==> src/rtl/core/bvs_pkg.sv <==
`timescale 1ns / 1ps

package bvs_pkg;

    localparam int CFG_INDEX_W = 4;
    localparam int CFG_DATA_W  = 16;
    localparam int PRESET_W    = 16;
    localparam int TOTAL_W     = 20;
    localparam int TICK_W      = 8;

    // largest total timer limit: 65535 tenths times ten
    localparam logic [TOTAL_W-1:0] TOTAL_MAX = 20'd655350;

    // command kinds carried with each scan tick
    localparam logic [2:0] KIND_TICK   = 3'd0;
    localparam logic [2:0] KIND_START  = 3'd1;
    localparam logic [2:0] KIND_MANUAL = 3'd2;
    localparam logic [2:0] KIND_STOP   = 3'd3;
    localparam logic [2:0] KIND_RESET  = 3'd4;
    localparam logic [2:0] KIND_PARK   = 3'd5;

    // configuration register indexes
    localparam logic [CFG_INDEX_W-1:0] CFG_COMBINED_MODE = 4'd0;
    localparam logic [CFG_INDEX_W-1:0] CFG_DELAY_PRESET  = 4'd1;
    localparam logic [CFG_INDEX_W-1:0] CFG_BLOW_PRESET   = 4'd2;
    localparam logic [CFG_INDEX_W-1:0] CFG_TOTAL_PRESET  = 4'd3;

    // phase codes as reported on the result
    localparam logic [3:0] PHC_IDLE   = 4'd0;
    localparam logic [3:0] PHC_DSTART = 4'd1;
    localparam logic [3:0] PHC_DELAY  = 4'd2;
    localparam logic [3:0] PHC_BSTART = 4'd3;
    localparam logic [3:0] PHC_BLOW   = 4'd4;
    localparam logic [3:0] PHC_HOLD   = 4'd5;
    localparam logic [3:0] PHC_PARK   = 4'd6;
    localparam logic [3:0] PHC_END    = 4'd7;
    localparam logic [3:0] PHC_FIN    = 4'd8;
    localparam logic [3:0] PHC_DONE   = 4'd9;
    localparam logic [3:0] PHC_MAN    = 4'd10;
    localparam logic [3:0] PHC_STOP   = 4'd11;
    localparam logic [3:0] PHC_RST    = 4'd12;

    typedef enum logic [12:0] {
        PH_IDLE   = 13'b0000000000001,
        PH_DSTART = 13'b0000000000010,
        PH_DELAY  = 13'b0000000000100,
        PH_BSTART = 13'b0000000001000,
        PH_BLOW   = 13'b0000000010000,
        PH_HOLD   = 13'b0000000100000,
        PH_PARK   = 13'b0000001000000,
        PH_END    = 13'b0000010000000,
        PH_FIN    = 13'b0000100000000,
        PH_DONE   = 13'b0001000000000,
        PH_MAN    = 13'b0010000000000,
        PH_STOP   = 13'b0100000000000,
        PH_RST    = 13'b1000000000000
    } phase_t;

    typedef struct packed {
        logic [2:0]        kind;
        logic [TICK_W-1:0] tick_time;
        logic              partner_beyond_setup;
        logic              partner_in_progress;
        logic              partner_total_done;
    } item_t;

    typedef struct packed {
        logic                valve_on;
        logic                action_flag;
        logic [PRESET_W-1:0] shown_delay;
        logic [PRESET_W-1:0] shown_blow;
        logic                request_partner_park;
        logic                request_partner_finish;
        logic [3:0]          phase_code;
        logic                sequence_done;
    } result_t;

    typedef struct packed {
        logic                combined_mode;
        logic [PRESET_W-1:0] delay_preset;
        logic [PRESET_W-1:0] blow_preset;
        logic [PRESET_W-1:0] total_preset;
    } cfg_t;

    typedef struct packed {
        phase_t              phase;
        logic [PRESET_W-1:0] step_timer;
        logic                step_run;
        logic [PRESET_W-1:0] step_limit;
        logic [TOTAL_W-1:0]  total_timer;
        logic                total_run;
        logic [PRESET_W-1:0] shown_delay;
        logic [PRESET_W-1:0] shown_blow;
        logic                valve;
        logic                act;
    } seq_state_t;

    localparam seq_state_t SEQ_STATE_RESET = '{
        phase:       PH_IDLE,
        step_timer:  '0,
        step_run:    1'b0,
        step_limit:  '0,
        total_timer: '0,
        total_run:   1'b0,
        shown_delay: '0,
        shown_blow:  '0,
        valve:       1'b0,
        act:         1'b0
    };

    function automatic logic [3:0] phase_code(input phase_t p);
        logic [3:0] c;
        case (p)
            PH_IDLE:   c = PHC_IDLE;
            PH_DSTART: c = PHC_DSTART;
            PH_DELAY:  c = PHC_DELAY;
            PH_BSTART: c = PHC_BSTART;
            PH_BLOW:   c = PHC_BLOW;
            PH_HOLD:   c = PHC_HOLD;
            PH_PARK:   c = PHC_PARK;
            PH_END:    c = PHC_END;
            PH_FIN:    c = PHC_FIN;
            PH_DONE:   c = PHC_DONE;
            PH_MAN:    c = PHC_MAN;
            PH_STOP:   c = PHC_STOP;
            PH_RST:    c = PHC_RST;
            default:   c = PHC_IDLE;
        endcase
        return c;
    endfunction

endpackage

==> src/rtl/core/bvs_if.sv <==
`timescale 1ns / 1ps

interface bvs_item_if;
    logic           valid;
    logic           ready;
    bvs_pkg::item_t data;

    modport source (output valid, output data, input ready);
    modport sink   (input valid, input data, output ready);
endinterface

interface bvs_result_if;
    logic             valid;
    logic             ready;
    bvs_pkg::result_t data;

    modport source (output valid, output data, input ready);
    modport sink   (input valid, input data, output ready);
endinterface

interface bvs_cfg_if;
    logic                                valid;
    logic                                ready;
    logic [bvs_pkg::CFG_INDEX_W-1:0]     index;
    logic [bvs_pkg::CFG_DATA_W-1:0]      data;

    modport source (output valid, output index, output data, input ready);
    modport sink   (input valid, input index, input data, output ready);
endinterface

==> src/rtl/core/bvs_cfg_regs.sv <==
`timescale 1ns / 1ps

module bvs_cfg_regs (
    input  logic              clk,
    input  logic              rst_n,
    bvs_cfg_if.sink           cfg,
    output bvs_pkg::cfg_t     cfg_q
);

    bvs_pkg::cfg_t cfg_reg;

    assign cfg.ready = 1'b1;
    assign cfg_q     = cfg_reg;

    always_ff @(posedge clk or negedge rst_n)
    begin
        if (!rst_n)
        begin
            cfg_reg <= '0;
        end
        else if (cfg.valid && cfg.ready)
        begin
            case (cfg.index)
                bvs_pkg::CFG_COMBINED_MODE: cfg_reg.combined_mode <= cfg.data[0];
                bvs_pkg::CFG_DELAY_PRESET:  cfg_reg.delay_preset  <= cfg.data;
                bvs_pkg::CFG_BLOW_PRESET:   cfg_reg.blow_preset   <= cfg.data;
                bvs_pkg::CFG_TOTAL_PRESET:  cfg_reg.total_preset  <= cfg.data;
                default: ;
            endcase
        end
    end

endmodule

==> src/rtl/core/bvs_seq_step.sv <==
`timescale 1ns / 1ps

module bvs_seq_step (
    input  bvs_pkg::seq_state_t st,
    input  bvs_pkg::cfg_t       cfg,
    input  bvs_pkg::item_t      item,
    output bvs_pkg::seq_state_t nxt,
    output bvs_pkg::result_t    res
);

    logic [bvs_pkg::PRESET_W:0]   step_sum;
    logic [bvs_pkg::PRESET_W-1:0] step_cur;
    logic [bvs_pkg::TOTAL_W-1:0]  total_limit;
    logic [bvs_pkg::TOTAL_W:0]    total_sum;
    logic [bvs_pkg::TOTAL_W-1:0]  total_cur;
    logic                         sq;
    logic                         tq;
    logic                         cmb;
    logic                         ending;
    logic                         req_park;
    logic                         req_fin;
    bvs_pkg::phase_t              ph;

    assign cmb = cfg.combined_mode;

    // saturating on-delay timers; a stopped timer reads zero
    assign step_sum = {1'b0, st.step_timer} + {9'b0, item.tick_time};
    assign step_cur = !st.step_run ? '0 :
                      (step_sum > {1'b0, st.step_limit}) ? st.step_limit
                                                         : step_sum[15:0];

    // preset * 10 as (x << 3) + (x << 1)
    assign total_limit = {1'b0, cfg.total_preset, 3'b0} + {3'b0, cfg.total_preset, 1'b0};
    assign total_sum   = {1'b0, st.total_timer} + {13'b0, item.tick_time};
    assign total_cur   = !st.total_run ? '0 :
                         (total_sum > {1'b0, total_limit}) ? total_limit
                                                           : total_sum[19:0];

    assign sq = st.step_run && (step_cur >= st.step_limit);
    assign tq = st.total_run && (total_cur >= total_limit);
    assign ending = tq || item.partner_total_done;

    always_comb
    begin
        nxt         = st;
        req_park    = 1'b0;
        req_fin     = 1'b0;
        ph          = st.phase;

        case (item.kind)
            bvs_pkg::KIND_START:  ph = bvs_pkg::PH_DSTART;
            bvs_pkg::KIND_MANUAL: ph = bvs_pkg::PH_MAN;
            bvs_pkg::KIND_STOP:   ph = bvs_pkg::PH_STOP;
            bvs_pkg::KIND_RESET:  ph = bvs_pkg::PH_RST;
            bvs_pkg::KIND_PARK:   ph = bvs_pkg::PH_PARK;
            default: ;
        endcase

        nxt.step_timer  = step_cur;
        nxt.total_timer = total_cur;

        case (ph)
            bvs_pkg::PH_IDLE:
            begin
                nxt.valve    = 1'b0;
                nxt.act      = 1'b0;
                nxt.step_run = 1'b0;
            end
            bvs_pkg::PH_DSTART:
            begin
                nxt.total_run = 1'b0;
                if (cfg.delay_preset != '0)
                begin
                    nxt.step_run   = 1'b1;
                    nxt.step_limit = cfg.delay_preset;
                    ph             = bvs_pkg::PH_DELAY;
                end
                else
                begin
                    ph = bvs_pkg::PH_BSTART;
                end
            end
            bvs_pkg::PH_DELAY:
            begin
                nxt.shown_delay = step_cur;
                if (sq)
                begin
                    nxt.step_run = 1'b0;
                    ph           = bvs_pkg::PH_BSTART;
                end
            end
            bvs_pkg::PH_BSTART:
            begin
                if (cmb)
                begin
                    nxt.total_run = 1'b1;
                    req_park      = item.partner_beyond_setup;
                end
                if (cfg.blow_preset != '0)
                begin
                    nxt.step_run   = 1'b1;
                    nxt.step_limit = cfg.blow_preset;
                    ph             = bvs_pkg::PH_BLOW;
                end
                else
                begin
                    ph = cmb ? bvs_pkg::PH_HOLD : bvs_pkg::PH_FIN;
                end
            end
            bvs_pkg::PH_BLOW:
            begin
                nxt.valve      = 1'b1;
                nxt.act        = 1'b1;
                nxt.shown_blow = step_cur;
                if (sq)
                begin
                    nxt.valve    = 1'b0;
                    nxt.step_run = 1'b0;
                    ph           = cmb ? bvs_pkg::PH_HOLD : bvs_pkg::PH_FIN;
                end
                // a total-time end, own or the partner's, overrides the blow-done move
                if (cmb && ending)
                begin
                    nxt.valve     = 1'b0;
                    nxt.total_run = 1'b0;
                    ph            = bvs_pkg::PH_END;
                end
            end
            bvs_pkg::PH_HOLD:
            begin
                if (cmb)
                begin
                    nxt.valve = 1'b1;
                    nxt.act   = 1'b1;
                    if (ending)
                    begin
                        nxt.valve     = 1'b0;
                        nxt.total_run = 1'b0;
                        ph            = bvs_pkg::PH_END;
                    end
                end
            end
            bvs_pkg::PH_PARK:
            begin
                if (cmb)
                begin
                    nxt.valve = 1'b0;
                end
            end
            bvs_pkg::PH_END:
            begin
                if (cmb)
                begin
                    req_fin       = item.partner_in_progress;
                    nxt.valve     = 1'b0;
                    nxt.step_run  = 1'b0;
                    nxt.total_run = 1'b0;
                    ph            = bvs_pkg::PH_FIN;
                end
            end
            bvs_pkg::PH_FIN:
            begin
                nxt.valve    = 1'b0;
                nxt.step_run = 1'b0;
                nxt.act      = 1'b0;
                ph           = bvs_pkg::PH_DONE;
            end
            bvs_pkg::PH_MAN:
            begin
                if (cmb)
                begin
                    nxt.valve = 1'b1;
                    nxt.act   = 1'b1;
                end
            end
            bvs_pkg::PH_STOP,
            bvs_pkg::PH_RST:
            begin
                nxt.valve     = 1'b0;
                nxt.step_run  = 1'b0;
                nxt.total_run = 1'b0;
                nxt.act       = 1'b0;
                ph            = bvs_pkg::PH_IDLE;
            end
            default: ;
        endcase

        nxt.phase = ph;

        res.valve_on               = nxt.valve;
        res.action_flag            = nxt.act;
        res.shown_delay            = nxt.shown_delay;
        res.shown_blow             = nxt.shown_blow;
        res.request_partner_park   = req_park;
        res.request_partner_finish = req_fin;
        res.phase_code             = bvs_pkg::phase_code(ph);
        res.sequence_done          = (ph == bvs_pkg::PH_DONE);
    end

endmodule

==> src/rtl/core/blow_valve_sequencer_core.sv <==
`timescale 1ns / 1ps

// Blow valve sequencer: every request on the item channel is one scan tick that
// may carry a command, and gives exactly one result. The phase step and both
// saturating timer adds run in one pass of logic from the sequencer state
// registers into the result register, so a request is taken every unstalled
// cycle and its result appears in the cycle after acceptance. The result
// register decouples the two sides: a new request is taken whenever the result
// register is empty or is being drained in the same cycle. Configuration writes
// are taken in any cycle and must only be issued while no result is outstanding.
module blow_valve_sequencer_core (
    input  logic            clk,
    input  logic            rst_n,
    bvs_item_if.sink        item,
    bvs_result_if.source    result,
    bvs_cfg_if.sink         cfg
);

    bvs_pkg::cfg_t          cfg_q;
    bvs_pkg::seq_state_t    state_reg;
    bvs_pkg::seq_state_t    state_next;
    bvs_pkg::result_t       res_next;
    bvs_pkg::result_t       res_reg;
    logic                   res_valid_reg;
    logic                   item_acc;

    bvs_cfg_regs u_cfg (
        .clk   (clk),
        .rst_n (rst_n),
        .cfg   (cfg),
        .cfg_q (cfg_q)
    );

    bvs_seq_step u_step (
        .st   (state_reg),
        .cfg  (cfg_q),
        .item (item.data),
        .nxt  (state_next),
        .res  (res_next)
    );

    assign item.ready   = !res_valid_reg || result.ready;
    assign item_acc     = item.valid && item.ready;
    assign result.valid = res_valid_reg;
    assign result.data  = res_reg;

    always_ff @(posedge clk or negedge rst_n)
    begin
        if (!rst_n)
        begin
            state_reg     <= bvs_pkg::SEQ_STATE_RESET;
            res_valid_reg <= 1'b0;
        end
        else if (item_acc)
        begin
            state_reg     <= state_next;
            res_valid_reg <= 1'b1;
        end
        else if (result.ready)
        begin
            res_valid_reg <= 1'b0;
        end
    end

    always_ff @(posedge clk)
    begin
        if (item_acc)
        begin
            res_reg <= res_next;
        end
    end

    a_acc_gives_result: assert property (@(posedge clk) disable iff (!rst_n)
        item_acc |=> res_valid_reg)
        else $error("accepted request produced no result");

    a_total_bound: assert property (@(posedge clk) disable iff (!rst_n)
        state_reg.total_timer <= bvs_pkg::TOTAL_MAX)
        else $error("total timer beyond largest limit");

    a_done_flag: assert property (@(posedge clk) disable iff (!rst_n)
        res_valid_reg |->
            (res_reg.sequence_done == (res_reg.phase_code == bvs_pkg::PHC_DONE)))
        else $error("sequence_done disagrees with phase code");

    a_park_req_phase: assert property (@(posedge clk) disable iff (!rst_n)
        (res_valid_reg && res_reg.request_partner_park) |->
            (res_reg.phase_code == bvs_pkg::PHC_BLOW ||
             res_reg.phase_code == bvs_pkg::PHC_HOLD))
        else $error("park request outside blow start");

    a_fin_req_phase: assert property (@(posedge clk) disable iff (!rst_n)
        (res_valid_reg && res_reg.request_partner_finish) |->
            (res_reg.phase_code == bvs_pkg::PHC_FIN))
        else $error("finish request outside ending");

endmodule

==> src/flat_wrapper.sv <==
// flat-port wrapper written by rule: the top's interface ports become plain ports
module blow_valve_sequencer_core_flat 
  (clk, rst_n, item_valid, item_data, item_ready, result_valid, result_data, result_ready, cfg_valid, cfg_index, cfg_data, cfg_ready);
  bvs_item_if item_i ();
  bvs_result_if result_i ();
  bvs_cfg_if cfg_i ();
  input  logic clk;
  input  logic rst_n;
  input wire logic [$bits(item_i.valid)-1:0] item_valid;
  input wire logic [$bits(item_i.data)-1:0] item_data;
  output wire logic [$bits(item_i.ready)-1:0] item_ready;
  output wire logic [$bits(result_i.valid)-1:0] result_valid;
  output wire logic [$bits(result_i.data)-1:0] result_data;
  input wire logic [$bits(result_i.ready)-1:0] result_ready;
  input wire logic [$bits(cfg_i.valid)-1:0] cfg_valid;
  input wire logic [$bits(cfg_i.index)-1:0] cfg_index;
  input wire logic [$bits(cfg_i.data)-1:0] cfg_data;
  output wire logic [$bits(cfg_i.ready)-1:0] cfg_ready;
  assign item_i.valid = item_valid;
  assign item_i.data = item_data;
  assign item_ready = item_i.ready;
  assign result_valid = result_i.valid;
  assign result_data = result_i.data;
  assign result_i.ready = result_ready;
  assign cfg_i.valid = cfg_valid;
  assign cfg_i.index = cfg_index;
  assign cfg_i.data = cfg_data;
  assign cfg_ready = cfg_i.ready;
  blow_valve_sequencer_core u_core (.clk(clk), .rst_n(rst_n), .item(item_i), .result(result_i), .cfg(cfg_i));
endmodule
==> config.mk <==
export PLATFORM = sky130hd
export DESIGN_NAME = blow_valve_sequencer_core_flat
export DESIGN_NICKNAME = d
export VERILOG_FILES = /design/src/rtl/core/bvs_pkg.sv /design/src/rtl/core/bvs_if.sv /design/src/rtl/core/bvs_cfg_regs.sv /design/src/rtl/core/bvs_seq_step.sv /design/src/rtl/core/blow_valve_sequencer_core.sv /design/src/flat_wrapper.sv
export SDC_FILE = /design/constraint.sdc
export NUM_CORES = 1
export LEC_CHECK = 0
export CAP_MARGIN = 30
export CORE_MARGIN = 2
export CORE_UTILIZATION = 45
export CTS_BUF_LIST = sky130_fd_sc_hd__clkbuf_8
export DETAILED_ROUTE_END_ITERATION = 10
export DONT_BUFFER_PORTS = 1
export PLACE_DENSITY = 0.65
export SLEW_MARGIN = 20
export SYNTH_ARGS = -nofsm -noshare
export SYNTH_HDL_FRONTEND = slang
export SYNTH_SLANG_ARGS = --single-unit
==> constraint.sdc <==
create_clock -name clk -period 16.15 [get_ports clk]
set_input_delay 0.8075 -clock clk [delete_from_list [all_inputs] [get_ports clk]]
set_output_delay 0.8075 -clock clk [all_outputs]
set_load 0.01 [all_outputs]
-- Word-level counts from Yosys, hierarchy flattened
Index checks and enable logic that the tools add are counted.
- flip-flop bits (word level): 192
- bits of input ports: 39
- output and inout port bits: 44
- word-level logic and storage cells: 137
- $add $sub $neg: 3
- order comparisons: 4
- equal/unequal tests: 40
- mux-type cells: 39
- reduce and logical (&&, ||, !) cells: 28
- operators with widths (operator ; count):
    13-bit case mux with 8 select lines ; 1
    13-bit 2-to-1 mux ; 6
    13-bit case mux with 5 select lines ; 1
    16-bit 2-to-1 mux ; 4
    4-bit case mux with 12 select lines ; 1
    20-bit 2-to-1 mux ; 2
    17-bit 2-to-1 mux ; 2
    16-bit case mux with 2 select lines ; 1
    16-bit nonzero test ; 2
    13-bit by 11-bit == test with 1-bit output, second input constant ; 2
    13-bit by 12-bit == test with 1-bit output, second input constant ; 2
    13-bit == test, second input constant ; 2
    13-bit by 2-bit == test with 1-bit output, second input constant ; 2
    13-bit by 3-bit == test with 1-bit output, second input constant ; 2
    13-bit by 4-bit == test with 1-bit output, second input constant ; 2
    13-bit by 5-bit == test with 1-bit output, second input constant ; 2
    13-bit by 6-bit == test with 1-bit output, second input constant ; 2
    13-bit by 7-bit == test with 1-bit output, second input constant ; 2
    13-bit by 8-bit == test with 1-bit output, second input constant ; 2
    13-bit by 9-bit == test with 1-bit output, second input constant ; 2
    20-bit by 8-bit adder with 21-bit output ; 1
    21-bit by 20-bit greater-than comparator with 1-bit output ; 1
    19-bit by 17-bit adder with 20-bit output ; 1
    20-bit greater-or-equal comparator ; 1
    31 further kinds ; 68

-- Logic depth before layout (Yosys ltp)
- depth in word-level cells: 12
- mapped depth: 36
- mapped depth without buffers: 35

-- Cells and area by module
Synthesis repeated with hierarchy kept, for this count alone.
- cells, all modules: 1275
- area, all modules: 13564.3 um^2
- by module, submodules not included (module ; times used ; cells an instance ; area each (um^2) ; seq. area each (um^2)):
    bvs_seq_step ; 1 ; 906 ; 6231.0 ; 0.0
    blow_valve_sequencer_core ; 1 ; 259 ; 5439.0 ; 3784.9
    bvs_cfg_regs ; 1 ; 110 ; 1894.3 ; 1226.2

-- Least setup slack after synthesis
No wires, ideal clock.
- path kind: input port to flip-flop
- start point: in item_data[3]
- end point: reg u_core.res_reg, in the netlist u_core.result.data[40], data pin
- library setup time: 0.267 ns
- data arrival time: 7.331 ns
- data required time: 15.883 ns
- path slack: 8.552 ns
- stages: 33
- cell sequence: ha_1 > fa_1 > a21o_1 > a21oi_1 > o21bai_1 > a21oi_1 > o21bai_1 > a21oi_1 > nor3_1 > xor2_1 > ha_1 > nor2_1 > nand2_1 > a211oi_1 > o21ai_0 > a221o_1 > a32oi_2 > buf_2 > mux2_2 > nand2_1 > inv_1 > ha_1 > and3_1 > a311oi_1 > a21oi_1 > o31ai_1 > nor2b_1 > a21oi_1 > nand2_1 > nor3_4 > o211a_4 > a311oi_1 > nor3_1
- RTL lines (element ; RTL line ; source):
    start: declaration ; flat_wrapper.sv:10 ; input wire logic [$bits(item_i.data)-1:0] item_data;
    end signal: assignment ; blow_valve_sequencer_core.sv:69 ; res_reg <= res_next;
    end: declaration ; blow_valve_sequencer_core.sv:23 ; bvs_pkg::result_t res_reg;

==> results.txt <==
----------------------------------------------------
[Placed design]
  Detailed-placement wirelength estimate ... 22700 um
  I/O Buffers ... 0
  Placed inst area ... 12900 sq um
  Routability Congestion ... 0.905
  Worst slack after detailed placement ... 7.47 ns

[GRT]
  Maximum number of pins on one net before global-route repair ... 151
  Vias in the first global route ... 9222
  Gr usage total ... 21.9%
  First-pass GRT wire length ... 50200 um
  Number of antenna violations at the first check in global routing ... 1
  GRT overflow ... 0

[Synthesis]
  Synth Area in XOR/XNOR ... 3.48%
  Post-Syn Area ... 12600 sq um
  Post-synth ARST share ... 78.6%
  Post-synthesis sequential area ratio ... 39.8%
  Synth unique cells ... 101
  Adder-cell share of the synthesized area ... 10.2%
  Number of register bits inferred by synthesis ... 192
  Fraction of synthesized area in multiplexers ... 9.03%
  Syn nets ... 1458
  Predominant post-synthesis flop cell ... sky130_fd_sc_hd__dfrtp_1
  Number of flops mapped to enable cells by yosys ... 41
  Combinational family with the most area after synthesis ... compound AO/OA/AOI/OAI gates
  Number of instances in the synthesized netlist ... 1318
  Simple logic cell fraction of the synthesized area ... 16.8%
  Area fraction in compound gates after synthesis ... 17.1%
  Post-synthesis average cell area ... 9.56 sq um
  YS warnings ... 0

[STA]
  Final count of hold timing violations ... 0
  Clock tree skew after final layout ... 0.0338 ns
  Pins over their slew limit ... 0
  Final worst-path cycle share ... 53.3%
  Post-Route Setup TNS ... 0 ns
  Number of failing setup endpoints in the final timing report ... 0
  RSZ-0062 raised after global routing ... no
  Final critical path time including I/O delays and setup ... 8.61 ns
  Worst slew pin tran ... 0.884 ns
  Max Clk Rate ... 116 MHz
  Post-layout worst setup margin ... 7.54 ns
  Worst slew margin ... 40.9%

[Route]
  Overall routed net length ... 31100 um
  Number of antenna-violating nets in the routed design ... 0
  Met3 wirelength from detailed routing ... 1570 um
  Number of DRC markers in iteration 0 ... 656
  Routed wire length on met2 ... 14300 um
  Router iterations before antenna repair ... 5
  Wire length on met1 ... 15000 um
  Residual DRC ... 0
  Number of vias per cell ... 5.71
  Highest routed layer ... met5
  Vias post-DR ... 9663
  Routed length per instance ... 18.4 um

[Critical path]
  CP startpoint kind ... flip-flop
  Kind of critical path ... reg -> reg
  Crit path max fanout ... 21
  Delay of the slowest critical-path stage ... 0.55 ns
  Critical Path Sink Type ... flip-flop
  Worst R2R End ... u_core.result.data[1]
  CP Data Arrival Time ... 8.92 ns
  Worst Reg-to-Reg Cells ... 34
  Critical path required time ... 16.46 ns
  Cell with the biggest individual delay on the critical path ... sky130_fd_sc_hd__a21oi_2
  R2R setup slack ... 7.54 ns
  Reg2reg start ... u_core.u_cfg.cfg_q[0]

[Clock network]
  Number of buffers created by CTS ... 17
  Buffer depth of the longest clock path ... 2
  Post-CTS Repair Setup Buffers ... 0
  TritonCTS clock tree ... done
  CTS Root Cell ... sky130_fd_sc_hd__clkbuf_8
  Clk Latency, worst-skew pair ... 0.52 ns
  Clock slew at the register clock pins of the worst setup and hold paths ... 0.13 ns
  PostCTS Resize Cnt ... 0
  Deepest level of the CTS H-tree ... 4
  Number of buffers inserted by hold repair at cts ... 1
  Sinks on Clock Net ... 192

[Job]
  Max-cap violations ... 0

[Floorplanning]
  Die X ... 171 um
  Effective utilization at floorplan ... 45.5%
  Die outline area ... 29400 sq um
  Top-level port count ... 83
  Placeable core region ... 27700 sq um
  Y dimension of the die ... 171 um
  Rows ... 61

[Finish]
  Fraction of layout cells with a size suffix above 1 ... 12.4%
  Most frequent cells in the layout ... sky130_fd_sc_hd__nand2_1, sky130_fd_sc_hd__dfrtp_1, sky130_fd_sc_hd__o21ai_0
  Final net count ... 1442
  Antenna cell count ... 0
  Post-route design area ... 13400 sq um
  Layout area overhead ... 6.68%
  Max reg flops ... 101
  Leading cell type in the layout, fill and taps excluded ... sky130_fd_sc_hd__nand2_1

[Power]
  Power density relative to cell area ... 139 nW/um^2
  Worst IR drop on VDD ... 0.0000592 V
  Total power ... 1870 uW
  Standby leakage power ... 0.00591 uW

[Status]
  Outcome ... finished, final reports clean

[Min path]
  Type of the worst min-delay path ... in -> async

----------------------------------------------------
-- synthesized netlist by cell type, drive strengths merged, types with 6 or more instances --
cell    number  area [sq um]
nand3       20           100
nand2      184           691
and2        13          83.8
ha          98          1230
and3        12          82.6
inv         64           240
mux2i       36           360
nor2b       15          93.8
mux2        69           777
a211oi      14           123
a21oi       79           422
xor2        17           149
a21o        14           105
nor2        79           304
o21bai      12          90.1
buf         12          67.6
nor3        29           166
nor4        16           121
nand4       13          81.3
o21ai      124           628
dfrtp      150          3750
o211ai      10          75.1
o21a        18           136
nand2b      20           128
o31ai        7          57.6
or3          6          47.5
clkbuf      35           141
xnor2       33           289
edfxtp      41          1230
-- critical path: cells and delay by family (launching register included) --
family / cells / cell delay [ns]
flip-flops: 1 / 0.50
XOR/XNOR: 1 / 0.20
adder cells (fa/ha/maj): 4 / 1.31
buffers and inverters: 2 / 0.45
AO/OA/AOI/OAI: 18 / 4.09
AND/OR/NAND/NOR: 9 / 1.83
-- how the worst max path moves through the flow --
stage | from | to | slack (ns) | cells after the start
2_1_floorplan | item_data[3] | u_core.result.data[40] | 8.55 | 33
3_3_place_gp | item_data[3] | u_core.result.data[40] | 7.64 | 33
3_5_place_dp | item_data[3] | u_core.result.data[40] | 7.47 | 33
4_1_cts | u_core.u_cfg.cfg_q[0] | u_core.result.data[1] | 7.55 | 34
5_1_grt | u_core.u_cfg.cfg_q[0] | u_core.result.data[4] | 6.82 | 34
6_report | u_core.u_cfg.cfg_q[0] | u_core.result.data[1] | 7.54 | 34
-- stage by stage --
step | instances | hold WS, ns | utilization [%]
after floorplan | 1318 | 0.450 | -
after global placement | 1659 | 0.461 | 46.7
after detailed placement | 1659 | 0.470 | 46.7
after CTS | 1692 | 0.101 | 48.5
after global routing | 1693 | 0.0957 | 48.5
final | 1693 | 0.132 | 48.5
-- final cells by class --
type	count	area, sq um
fill	2609	14300
clock buffer	17	234
multi-input combinational	1014	7140
tap	378	473
clock inverter	15	218
sequential	192	5010
inverter	65	244
timing repair buffer	12	118
-- cells by family after synthesis --
logic type               count (synthesis)
AND/OR/NAND/NOR                        430
AO/OA/AOI/OAI                          327
flip-flops                             192
buffers and inverters                  112
multiplexers                           105
adder cells (fa/ha/maj)                101
XOR/XNOR                                50
other                                    1
-- power by group --
part	internal, uW	leakage, uW	switching, uW	total (uW)
combinational	351	0.00331	485	836
clock	136	0.000221	222	358
sequential	582	0.00237	93.9	676
total	1070	0.00591	801	1870
-- per-layer routing --
metal	vias up	track usage (%)
met4	2	5.12
met1	4682	31.1
met5	-	0
met3	27	3.73
li1	4720	-
met2	232	35.0
Note: power is estimated with default switching activity, not from simulation.
